[src/rtl/core/stt_pkg.sv]
// Shared types, constants and character classes for the source text tokenizer.
// Used by stt_lexer, stt_result_fifo and source_text_tokenizer_unit.
// No dependencies.
package stt_pkg;

	// Longest token accepted before the length error fires
	localparam int MAX_TOKEN_LEN = 256;
	localparam int LEN_W         = $clog2(MAX_TOKEN_LEN + 1);

	// Result queue geometry
	localparam int FIFO_DEPTH = 4;
	localparam int PTR_W      = $clog2(FIFO_DEPTH);
	localparam int CNT_W      = $clog2(FIFO_DEPTH + 1);

	// Token kinds
	localparam logic [2:0] K_ID  = 3'd0;
	localparam logic [2:0] K_NUM = 3'd1;
	localparam logic [2:0] K_OP  = 3'd2;
	localparam logic [2:0] K_SYM = 3'd3;
	localparam logic [2:0] K_STR = 3'd4;

	// Error codes
	localparam logic [1:0] ERR_NONE   = 2'd0;
	localparam logic [1:0] ERR_LETTER = 2'd1;
	localparam logic [1:0] ERR_LONG   = 2'd2;

	// Characters with special meaning
	localparam logic [7:0] CH_NL    = 8'h0A;
	localparam logic [7:0] CH_BSL   = 8'h5C;
	localparam logic [7:0] CH_QUOTE = 8'h22;
	localparam logic [7:0] CH_STAR  = 8'h2A;
	localparam logic [7:0] CH_SLASH = 8'h2F;
	localparam logic [7:0] CH_N     = 8'h6E;

	typedef enum logic [2:0] {
		M_IDLE       = 3'd0,
		M_ID         = 3'd1,
		M_NUM        = 3'd2,
		M_OP         = 3'd3,
		M_STR        = 3'd4,
		M_CMNT       = 3'd5,
		M_ERR_LETTER = 3'd6,
		M_ERR_LONG   = 3'd7
	} lex_mode_t;

	// One result beat
	typedef struct packed {
		logic [2:0] kind;
		logic       char_valid;
		logic [7:0] ch;
		logic       token_end;
		logic [1:0] err;
		logic       last;
	} result_t;

	// Up to two results written into the queue together
	typedef struct packed {
		logic [1:0] count;
		result_t    r0;
		result_t    r1;
	} push_t;

	function automatic logic is_letter(input logic [7:0] c);
		return (c >= 8'h61 && c <= 8'h7A) || (c >= 8'h41 && c <= 8'h5A) || c == 8'h5F;
	endfunction

	function automatic logic is_digit(input logic [7:0] c);
		return c >= 8'h30 && c <= 8'h39;
	endfunction

	function automatic logic is_op(input logic [7:0] c);
		return c == 8'h2B || c == 8'h2D || c == 8'h2A || c == 8'h3E || c == 8'h3C ||
		       c == 8'h3D || c == 8'h21 || c == 8'h2F || c == 8'h26 || c == 8'h7C;
	endfunction

	function automatic logic is_sym(input logic [7:0] c);
		return c == 8'h28 || c == 8'h29 || c == 8'h7B || c == 8'h7D || c == 8'h3B ||
		       c == 8'h2C || c == 8'h24 || c == 8'h2E || c == 8'h3A;
	endfunction

	function automatic result_t mk_res(input logic [2:0] kind, input logic vld,
	                                   input logic [7:0] ch, input logic tend,
	                                   input logic [1:0] err);
		result_t r;
		r.kind       = kind;
		r.char_valid = vld;
		r.ch         = vld ? ch : 8'h00;
		r.token_end  = tend;
		r.err        = err;
		r.last       = 1'b0;
		return r;
	endfunction

endpackage

[src/rtl/core/stt_lexer.sv]
// Input register and lexer state: classifies one byte per cycle while
// the queue has room, building up to two result beats. Depends on stt_pkg.
module stt_lexer (
	input  logic                clk,
	input  logic                arst_n,
	input  logic                text_valid,
	output logic                text_stall,
	input  logic [7:0]          text_char,
	input  logic                end_of_text,
	input  logic                room,
	output stt_pkg::push_t      push
);

	logic                          valid_s1;
	logic [7:0]                    char_s1;
	logic                          eot_s1;
	logic                          adv;

	stt_pkg::lex_mode_t            mode_q, mode_d;
	logic [7:0]                    held_q, held_d;
	logic [stt_pkg::LEN_W-1:0]     len_q, len_d;
	logic                          esc_q, esc_d;
	logic                          star_q, star_d;

	// Start-of-token view of the current byte
	stt_pkg::lex_mode_t            st_mode;
	logic [stt_pkg::LEN_W-1:0]     st_len;
	logic                          st_has;
	stt_pkg::result_t              st_res;

	stt_pkg::result_t              r0, r1;
	logic [1:0]                    n;

	assign adv        = valid_s1 & room;
	assign text_stall = valid_s1 & ~room;

	// Input register: take a beat whenever the stage is empty or moving on
	always_ff @(posedge clk or negedge arst_n) begin
		if (!arst_n) begin
			valid_s1 <= 1'b0;
		end else if (text_valid && !text_stall) begin
			valid_s1 <= 1'b1;
		end else if (adv) begin
			valid_s1 <= 1'b0;
		end
	end

	always_ff @(posedge clk) begin
		if (text_valid && !text_stall) begin
			char_s1 <= text_char;
			eot_s1  <= end_of_text;
		end
	end

	// Classify the byte as the first of a fresh token
	always_comb begin
		st_mode = stt_pkg::M_IDLE;
		st_len  = '0;
		st_has  = 1'b0;
		st_res  = stt_pkg::mk_res(stt_pkg::K_ID, 1'b0, 8'h00, 1'b0, stt_pkg::ERR_NONE);
		priority if (stt_pkg::is_letter(char_s1)) begin
			st_mode = stt_pkg::M_ID;
			st_len  = stt_pkg::LEN_W'(1);
			st_has  = 1'b1;
			st_res  = stt_pkg::mk_res(stt_pkg::K_ID, 1'b1, char_s1, 1'b0, stt_pkg::ERR_NONE);
		end else if (stt_pkg::is_digit(char_s1)) begin
			st_mode = stt_pkg::M_NUM;
			st_len  = stt_pkg::LEN_W'(1);
			st_has  = 1'b1;
			st_res  = stt_pkg::mk_res(stt_pkg::K_NUM, 1'b1, char_s1, 1'b0, stt_pkg::ERR_NONE);
		end else if (stt_pkg::is_op(char_s1)) begin
			st_mode = stt_pkg::M_OP;
			st_len  = stt_pkg::LEN_W'(1);
		end else if (stt_pkg::is_sym(char_s1)) begin
			st_has  = 1'b1;
			st_res  = stt_pkg::mk_res(stt_pkg::K_SYM, 1'b1, char_s1, 1'b1, stt_pkg::ERR_NONE);
		end else if (char_s1 == stt_pkg::CH_QUOTE) begin
			st_mode = stt_pkg::M_STR;
		end else begin
			// Skip whitespace and unknown bytes
		end
	end

	// Next state and results for the byte in the input register
	always_comb begin
		mode_d = mode_q;
		held_d = held_q;
		len_d  = len_q;
		esc_d  = esc_q;
		star_d = star_q;
		r0     = stt_pkg::mk_res(stt_pkg::K_ID, 1'b0, 8'h00, 1'b0, stt_pkg::ERR_NONE);
		r1     = r0;
		n      = 2'd0;

		priority if (mode_q == stt_pkg::M_ERR_LETTER) begin
			r0 = stt_pkg::mk_res(stt_pkg::K_ID, 1'b0, 8'h00, 1'b0, stt_pkg::ERR_LETTER);
			n  = 2'd1;
		end else if (mode_q == stt_pkg::M_ERR_LONG) begin
			r0 = stt_pkg::mk_res(stt_pkg::K_ID, 1'b0, 8'h00, 1'b0, stt_pkg::ERR_LONG);
			n  = 2'd1;
		end else if (eot_s1) begin
			// Flush the pending token and go idle
			unique case (mode_q)
				stt_pkg::M_ID: begin
					r0 = stt_pkg::mk_res(stt_pkg::K_ID, 1'b0, 8'h00, 1'b1, stt_pkg::ERR_NONE);
					n  = 2'd1;
				end
				stt_pkg::M_NUM: begin
					r0 = stt_pkg::mk_res(stt_pkg::K_NUM, 1'b0, 8'h00, 1'b1, stt_pkg::ERR_NONE);
					n  = 2'd1;
				end
				stt_pkg::M_OP: begin
					r0 = stt_pkg::mk_res(stt_pkg::K_OP, 1'b1, held_q, 1'b1, stt_pkg::ERR_NONE);
					n  = 2'd1;
				end
				stt_pkg::M_STR: begin
					r0 = stt_pkg::mk_res(stt_pkg::K_STR, 1'b0, 8'h00, 1'b1, stt_pkg::ERR_NONE);
					n  = 2'd1;
				end
				default: begin
				end
			endcase
			mode_d = stt_pkg::M_IDLE;
			len_d  = '0;
			esc_d  = 1'b0;
			star_d = 1'b0;
		end else if (mode_q != stt_pkg::M_IDLE && mode_q != stt_pkg::M_CMNT &&
		             len_q >= stt_pkg::LEN_W'(stt_pkg::MAX_TOKEN_LEN)) begin
			mode_d = stt_pkg::M_ERR_LONG;
			r0     = stt_pkg::mk_res(stt_pkg::K_ID, 1'b0, 8'h00, 1'b0, stt_pkg::ERR_LONG);
			n      = 2'd1;
		end else begin
			unique case (mode_q)
				stt_pkg::M_ID: begin
					if (stt_pkg::is_letter(char_s1) || stt_pkg::is_digit(char_s1)) begin
						len_d = len_q + stt_pkg::LEN_W'(1);
						r0    = stt_pkg::mk_res(stt_pkg::K_ID, 1'b1, char_s1, 1'b0,
						                        stt_pkg::ERR_NONE);
						n     = 2'd1;
					end else begin
						r0 = stt_pkg::mk_res(stt_pkg::K_ID, 1'b0, 8'h00, 1'b1,
						                     stt_pkg::ERR_NONE);
						r1 = st_res;
						n  = st_has ? 2'd2 : 2'd1;
						mode_d = st_mode;
						len_d  = st_len;
						esc_d  = 1'b0;
						star_d = 1'b0;
						if (st_mode == stt_pkg::M_OP) begin
							held_d = char_s1;
						end
					end
				end
				stt_pkg::M_NUM: begin
					priority if (stt_pkg::is_digit(char_s1)) begin
						len_d = len_q + stt_pkg::LEN_W'(1);
						r0    = stt_pkg::mk_res(stt_pkg::K_NUM, 1'b1, char_s1, 1'b0,
						                        stt_pkg::ERR_NONE);
						n     = 2'd1;
					end else if (stt_pkg::is_letter(char_s1)) begin
						mode_d = stt_pkg::M_ERR_LETTER;
						r0     = stt_pkg::mk_res(stt_pkg::K_NUM, 1'b0, 8'h00, 1'b0,
						                         stt_pkg::ERR_LETTER);
						n      = 2'd1;
					end else begin
						r0 = stt_pkg::mk_res(stt_pkg::K_NUM, 1'b0, 8'h00, 1'b1,
						                     stt_pkg::ERR_NONE);
						r1 = st_res;
						n  = st_has ? 2'd2 : 2'd1;
						mode_d = st_mode;
						len_d  = st_len;
						esc_d  = 1'b0;
						star_d = 1'b0;
						if (st_mode == stt_pkg::M_OP) begin
							held_d = char_s1;
						end
					end
				end
				stt_pkg::M_OP: begin
					priority if (char_s1 == stt_pkg::CH_STAR &&
					             held_q == stt_pkg::CH_SLASH) begin
						// Comment opener: close any text before the slash, drop the slash
						if (len_q > stt_pkg::LEN_W'(1)) begin
							r0 = stt_pkg::mk_res(stt_pkg::K_OP, 1'b0, 8'h00, 1'b1,
							                     stt_pkg::ERR_NONE);
							n  = 2'd1;
						end
						mode_d = stt_pkg::M_CMNT;
						len_d  = '0;
						star_d = 1'b0;
					end else if (stt_pkg::is_op(char_s1)) begin
						r0     = stt_pkg::mk_res(stt_pkg::K_OP, 1'b1, held_q, 1'b0,
						                         stt_pkg::ERR_NONE);
						n      = 2'd1;
						held_d = char_s1;
						len_d  = len_q + stt_pkg::LEN_W'(1);
					end else begin
						r0 = stt_pkg::mk_res(stt_pkg::K_OP, 1'b1, held_q, 1'b1,
						                     stt_pkg::ERR_NONE);
						r1 = st_res;
						n  = st_has ? 2'd2 : 2'd1;
						mode_d = st_mode;
						len_d  = st_len;
						esc_d  = 1'b0;
						star_d = 1'b0;
					end
				end
				stt_pkg::M_STR: begin
					priority if (esc_q) begin
						esc_d = 1'b0;
						if (char_s1 == stt_pkg::CH_N) begin
							len_d = len_q + stt_pkg::LEN_W'(1);
							r0    = stt_pkg::mk_res(stt_pkg::K_STR, 1'b1, stt_pkg::CH_NL,
							                        1'b0, stt_pkg::ERR_NONE);
							n     = 2'd1;
						end else if (char_s1 == stt_pkg::CH_BSL) begin
							len_d = len_q + stt_pkg::LEN_W'(1);
							r0    = stt_pkg::mk_res(stt_pkg::K_STR, 1'b1, stt_pkg::CH_BSL,
							                        1'b0, stt_pkg::ERR_NONE);
							n     = 2'd1;
						end
					end else if (char_s1 == stt_pkg::CH_QUOTE) begin
						r0     = stt_pkg::mk_res(stt_pkg::K_STR, 1'b0, 8'h00, 1'b1,
						                         stt_pkg::ERR_NONE);
						n      = 2'd1;
						mode_d = stt_pkg::M_IDLE;
						len_d  = '0;
					end else if (char_s1 == stt_pkg::CH_BSL) begin
						esc_d = 1'b1;
					end else if (char_s1 != stt_pkg::CH_NL) begin
						len_d = len_q + stt_pkg::LEN_W'(1);
						r0    = stt_pkg::mk_res(stt_pkg::K_STR, 1'b1, char_s1, 1'b0,
						                        stt_pkg::ERR_NONE);
						n     = 2'd1;
					end else begin
						// Drop a raw newline
					end
				end
				stt_pkg::M_CMNT: begin
					if (char_s1 == stt_pkg::CH_SLASH && star_q) begin
						mode_d = stt_pkg::M_IDLE;
						star_d = 1'b0;
					end else begin
						star_d = (char_s1 == stt_pkg::CH_STAR);
					end
				end
				default: begin
					// Idle between tokens
					r0     = st_res;
					n      = st_has ? 2'd1 : 2'd0;
					mode_d = st_mode;
					len_d  = st_len;
					esc_d  = 1'b0;
					star_d = 1'b0;
					if (st_mode == stt_pkg::M_OP) begin
						held_d = char_s1;
					end
				end
			endcase
		end

		// Mark the final beat of this byte
		r0.last = (n == 2'd1);
		r1.last = (n == 2'd2);

		push.count = adv ? n : 2'd0;
		push.r0    = r0;
		push.r1    = r1;
	end

	// Lexer state: advance only when the byte leaves the input register
	always_ff @(posedge clk or negedge arst_n) begin
		if (!arst_n) begin
			mode_q <= stt_pkg::M_IDLE;
			held_q <= 8'h00;
			len_q  <= '0;
			esc_q  <= 1'b0;
			star_q <= 1'b0;
		end else if (adv) begin
			mode_q <= mode_d;
			held_q <= held_d;
			len_q  <= len_d;
			esc_q  <= esc_d;
			star_q <= star_d;
		end
	end

endmodule

[src/rtl/core/stt_result_fifo.sv]
// Small result queue: takes up to two beats per cycle, gives one per cycle unless stalled.
// Depends on stt_pkg.
module stt_result_fifo (
	input  logic               clk,
	input  logic               arst_n,
	input  stt_pkg::push_t     push,
	output logic               room,
	output logic               out_valid,
	input  logic               out_stall,
	output stt_pkg::result_t   out_res
);

	stt_pkg::result_t           mem [stt_pkg::FIFO_DEPTH];
	logic [stt_pkg::PTR_W-1:0]  wr_q, rd_q;
	logic [stt_pkg::CNT_W-1:0]  cnt_q;
	logic                       pop;

	assign out_valid = (cnt_q != '0);
	assign pop       = out_valid & ~out_stall;
	assign out_res   = mem[rd_q];

	// Room for a full pair of beats from the lexer
	assign room = (cnt_q <= stt_pkg::CNT_W'(stt_pkg::FIFO_DEPTH - 2));

	// Write the beats of one byte
	always_ff @(posedge clk) begin
		if (push.count != 2'd0) begin
			mem[wr_q] <= push.r0;
		end
		if (push.count == 2'd2) begin
			mem[wr_q + stt_pkg::PTR_W'(1)] <= push.r1;
		end
	end

	// Advance pointers and occupancy
	always_ff @(posedge clk or negedge arst_n) begin
		if (!arst_n) begin
			wr_q  <= '0;
			rd_q  <= '0;
			cnt_q <= '0;
		end else begin
			wr_q  <= wr_q + stt_pkg::PTR_W'(push.count);
			if (pop) begin
				rd_q <= rd_q + stt_pkg::PTR_W'(1);
			end
			cnt_q <= cnt_q + stt_pkg::CNT_W'(push.count) - stt_pkg::CNT_W'(pop);
		end
	end

endmodule

[src/rtl/core/source_text_tokenizer_unit.sv]
// Top level of the source text tokenizer: lexer stage plus result queue.
// Depends on stt_pkg, stt_lexer and stt_result_fifo.
//
//   channel   handshake                    payload
//   text      text_valid / text_stall      text_char, end_of_text
//   result    result_valid / result_stall  tok_kind, char_valid, char_out,
//                                          token_end, error_code, last_result
//
// A byte enters the input register and is classified there. When the queue
// has room, its zero, one or two result beats are written into a four-entry
// queue, from whose head they reach the result port. A byte giving two
// results is handed out as two separate beats. One byte per cycle is taken
// while the queue holds two or fewer beats. Reset clears the lexer to idle and
// empties the queue.
module source_text_tokenizer_unit (
	input  logic       clk,
	input  logic       arst_n,
	input  logic       text_valid,
	output logic       text_stall,
	input  logic [7:0] text_char,
	input  logic       end_of_text,
	output logic       result_valid,
	input  logic       result_stall,
	output logic [2:0] tok_kind,
	output logic       char_valid,
	output logic [7:0] char_out,
	output logic       token_end,
	output logic [1:0] error_code,
	output logic       last_result
);

	stt_pkg::push_t    push;
	stt_pkg::result_t  res;
	logic              room;

	stt_lexer u_lexer (
		.clk         (clk),
		.arst_n      (arst_n),
		.text_valid  (text_valid),
		.text_stall  (text_stall),
		.text_char   (text_char),
		.end_of_text (end_of_text),
		.room        (room),
		.push        (push)
	);

	stt_result_fifo u_fifo (
		.clk       (clk),
		.arst_n    (arst_n),
		.push      (push),
		.room      (room),
		.out_valid (result_valid),
		.out_stall (result_stall),
		.out_res   (res)
	);

	// Unpack the head beat onto the ports
	assign tok_kind    = res.kind;
	assign char_valid  = res.char_valid;
	assign char_out    = res.ch;
	assign token_end   = res.token_end;
	assign error_code  = res.err;
	assign last_result = res.last;

endmodule
[config.mk]
export PLATFORM = sky130hd
export DESIGN_NAME = source_text_tokenizer_unit
export DESIGN_NICKNAME = d
export VERILOG_FILES = /design/src/rtl/core/stt_pkg.sv /design/src/rtl/core/stt_lexer.sv /design/src/rtl/core/stt_result_fifo.sv /design/src/rtl/core/source_text_tokenizer_unit.sv
export SDC_FILE = /design/constraint.sdc
export NUM_CORES = 1
export LEC_CHECK = 0
export ABC_CLOCK_PERIOD_IN_PS = 7150
export BUFFER_PORTS_ARGS = -buffer_cell sky130_fd_sc_hd__buf_4
export CAP_MARGIN = 10
export CORE_MARGIN = 5
export CORE_UTILIZATION = 60
export CTS_CLUSTER_SIZE = 12
export DETAILED_ROUTE_END_ITERATION = 10
export MAX_ROUTING_LAYER = met4
export PLACE_DENSITY = 0.83
export SYNTH_ARGS = -nofsm -noshare
export SYNTH_HDL_FRONTEND = slang
export SYNTH_SLANG_ARGS = --single-unit
[constraint.sdc]
create_clock -name clk -period 7.15 [get_ports clk]
set_input_delay 1.43 -clock clk [delete_from_list [all_inputs] [get_ports clk]]
set_output_delay 1.43 -clock clk [all_outputs]
set_load 0.005 [all_outputs]
==> flow_summary.yaml <==
critical_path:
  worst-path-stages: 8
  r2r_cells: 8
  critPathMaxStageDelay_ps: 680
  critPathArrivalTime_ps: 3670
  path_class: "reg2reg"
  cpLargestDelayFamily: "compound AO/OA/AOI/OAI gates"
  crit_required_ps: 7130
  worstSetupStartpointType: "register"
  worstPathMaxFanout: 17
  endpoint_kind: "register"
  slowest_stage: "or4b_1"
  path_buf_inv: 1
  crit_chain: "or4b_1 > o22ai_1 > a22o_1 > o211a_1 > a21o_4 > inv_4 > o21ai_2 > nand2_1"
synthesis:
  async_reset_ff_share_pct: 29.1
  synth_mux_area_share_pct: 7.89
  synth_compound_area_share_pct: 23.2
  synth_edf_count: 61
  synth_most_common_cell: "edfxtp_1"
  netlist.area_leader.share_pct: 29.0
  synth.area.top_cells: "edfxtp_1 (29%), dfrtp_1 (12%), mux4_2 (5.7%)"
  ys_top_cells_by_count: "edfxtp_1 (61), nand2_1 (56), o21ai_0 (38)"
  synth_adder_area_share_pct: 1.50
  syn_inst: 603
  yosys.area_share.simple_pct: 16.3
  ys_warn_count: 0
  ys_seq_elements: 103
  syn_nets: 623
  ys.flop_type: "edfxtp_1"
  yosysTopAreaCell: "edfxtp_1"
  synth_top_family_by_area: "compound AO/OA/AOI/OAI gates"
  ys_seq_area_share_pct: 44.6
  netlist_area_sq_um: 6330
  synth.avg_cell_area_sq_um: 10.5
  synthDistinctLibCells: 94
  synth-xor-area-share_pct: 1.25
floorplanning:
  start_util_pct: 61.3
  rows: 37
  fp.dieW_um: 113
  io_pins: 31
  fp.coreArea_sq_um: 10300
  die_h_um: 113
  die_area_sq_um: 12700
sta:
  post-route-period-util_pct: 51.5
  drv_slew: 0
  tightest_slew_ps: 1090
  finalClockSkew_ps: 11.3
  fmax_ghz: 0.272
  slew_headroom_pct: 27.4
  hold_viol: 0
  finalSetupTns_ps: 0
  rsz0062_at_grt: "no"
  period_needed_ps: 3680
  hold_slack_ps: 475
  setup_viol: 0
layout:
  layout.nets: 628
  antennaDiodeCount: 0
  drive_above_1_share_pct: 17.3
  areaGrowthSynthToFinish_pct: 5.93
power_and_ir_drop:
  power_frac_seq_pct: 42.2
  p_int_w: 0.00125
  switching_share_pct: 41.6
  pwr-share-comb_pct: 41.3
  clockPowerShare_pct: 16.5
  p_per_area_nw_per_um2: 320
  p_leak_nw: 2.49
  p_sw_w: 0.000891
  peakVddDrop_mv: 0.159
hold_path:
  min_path_cells: 2
  hp-class: "reg2reg"
clock_network:
  postCtsSetupBuffers: 0
  clkSlewWorstSetupHoldPaths_ps: 110
  cts_resized: 0
  numCtsBuffers: 9
  htree_levels: 3
  holdBufCountCts: 0
  cts.sinks: 103
  insertion_delay_ps: 380
  cts_tree: "done"
  clockBufferDepth: 2
  root_buffer: "clkbuf_8"
routing:
  drt_iter0_drc: 727
  avgViaCountPerCell: 6.92
  post_drt_wl_per_cell_um: 22.2
  drc: 0
  drt_wl_total_um: 16600
  drt_first_pass_iters: 6
  ant_nets: 0
  num_vias: 5181
flow_run:
  max_cap_viol_count: 0
global_route:
  grt-ovfl-total: 0
  grt_max_degree: 33
  grt_pass1_wl_um: 26900
  grt_pass1_vias: 4971
  antenna_found_initial: 0
  grt_usage_pct: 27.5
place:
  portBuffers: 30
  place_hpwl_um: 12200
  routabilityCongestion: 0.988
status:
  outcome: "complete, no violations"
tightest hold or removal path: stages, from the launching register on:
cell and delay [ps]:
dfxtp_1 330, nand2_1 50, mux2i_1 60
layout by cell type, fill, tap and decap left out, types with 6 or more instances in the layout:
master    count
o21ai_1       6
clkbuf_8      9
nor3_1        9
mux4_2       16
nand2b_1      7
buf_4        34
dfxtp_1      12
inv_1        21
o22ai_1      30
dfrtp_1      30
o211ai_1     11
and2_1       12
nor2_1       35
nand4_1       7
nor2b_1       7
o221ai_1      9
mux2i_1       6
nand2_1      56
nand3_1      12
a22o_1       19
o31ai_1       6
a21oi_1      21
edfxtp_1     61
ha_1          6
o21ai_0      38
path summary, 6_finish.rpt:
| path | slack, ps | from | to |
|---|---|---|---|
| worst max register to register | 3470 | u_lexer.char_s1[2] | u_fifo.mem[1][7] |
| worst max-delay path | 3470 | u_lexer.char_s1[2] | u_fifo.mem[1][7] |
| min in group asynchronous | 960 | arst_n | u_lexer.len_q[2] |
| worst min register to register | 480 | u_fifo.mem[0][1] | u_fifo.mem[0][1] |
| max in group asynchronous | 5880 | arst_n | u_lexer.held_q[1] |
| worst min-delay path | 480 | u_fifo.mem[0][1] | u_fifo.mem[0][1] |
per-stage QoR:
step / util, % / setup slack (ps) / power, W / instances / area, sq um
CTS: 64.9 / 3380 / 0.00214 / 749 / 6700
global placement: 63.1 / 3680 / 0.00177 / 733 / 6520
floorplan: - / 3860 / 0.00152 / 603 / 6330
finish: 64.9 / 3470 / 0.00214 / 749 / 6700
detailed placement: 63.1 / 3590 / 0.00179 / 733 / 6520
global route: 64.9 / 3260 / 0.00227 / 749 / 6700
routing by layer:
layer  wire (um)  part of all wire [%]  up-vias  global-route usage, %
met2        8240                    50      299                   44.5
met4         468                   2.8        0                   8.97
met1        6690                    40     2493                   35.3
li1            -                     -     2338                      -
met3        1210                   7.3       51                   4.80
met5           0                     0        -                      -
layout make-up:
class / count / area [sq um]
well taps: 136 / 170
inverters: 25 / 101
clock buffers: 9 / 124
repair buffers: 34 / 255
clock inverters: 7 / 58.8
multi-input cells: 435 / 3170
fillers: 828 / 3620
flip-flops and latches: 103 / 2820
sequential cells by signal, summed over array words and instances (netlist names), 2 cells and up:
register / cells
u_fifo.wr_q: 2
u_fifo.mem: 64
u_lexer.held_q: 8
u_fifo.cnt_q: 3
u_lexer.char_s1: 8
u_lexer.len_q: 9
u_lexer.mode_q: 3
u_fifo.rd_q: 2
logic make-up (layout without fill, tap and decap cells):
logic type	after synthesis	count (layout)
AO/OA/AOI/OAI	201	201
XOR/XNOR	9	9
adder cells (fa/ha/maj)	7	7
buffers and inverters	65	75
flip-flops	103	103
multiplexers	29	29
AND/OR/NAND/NOR	189	189
power groups by stage:
stage,sequential [W],clock (W),combinational [W]
finish,0.000905,0.000354,0.000885
floorplan,0.000786,0,0.000731
global placement,0.000905,0,0.000865
CTS,0.000903,0.000355,0.000878
detailed placement,0.000917,0,0.000875
global route,0.000924,0.000389,0.000962
(Power assumes the default switching activity.)
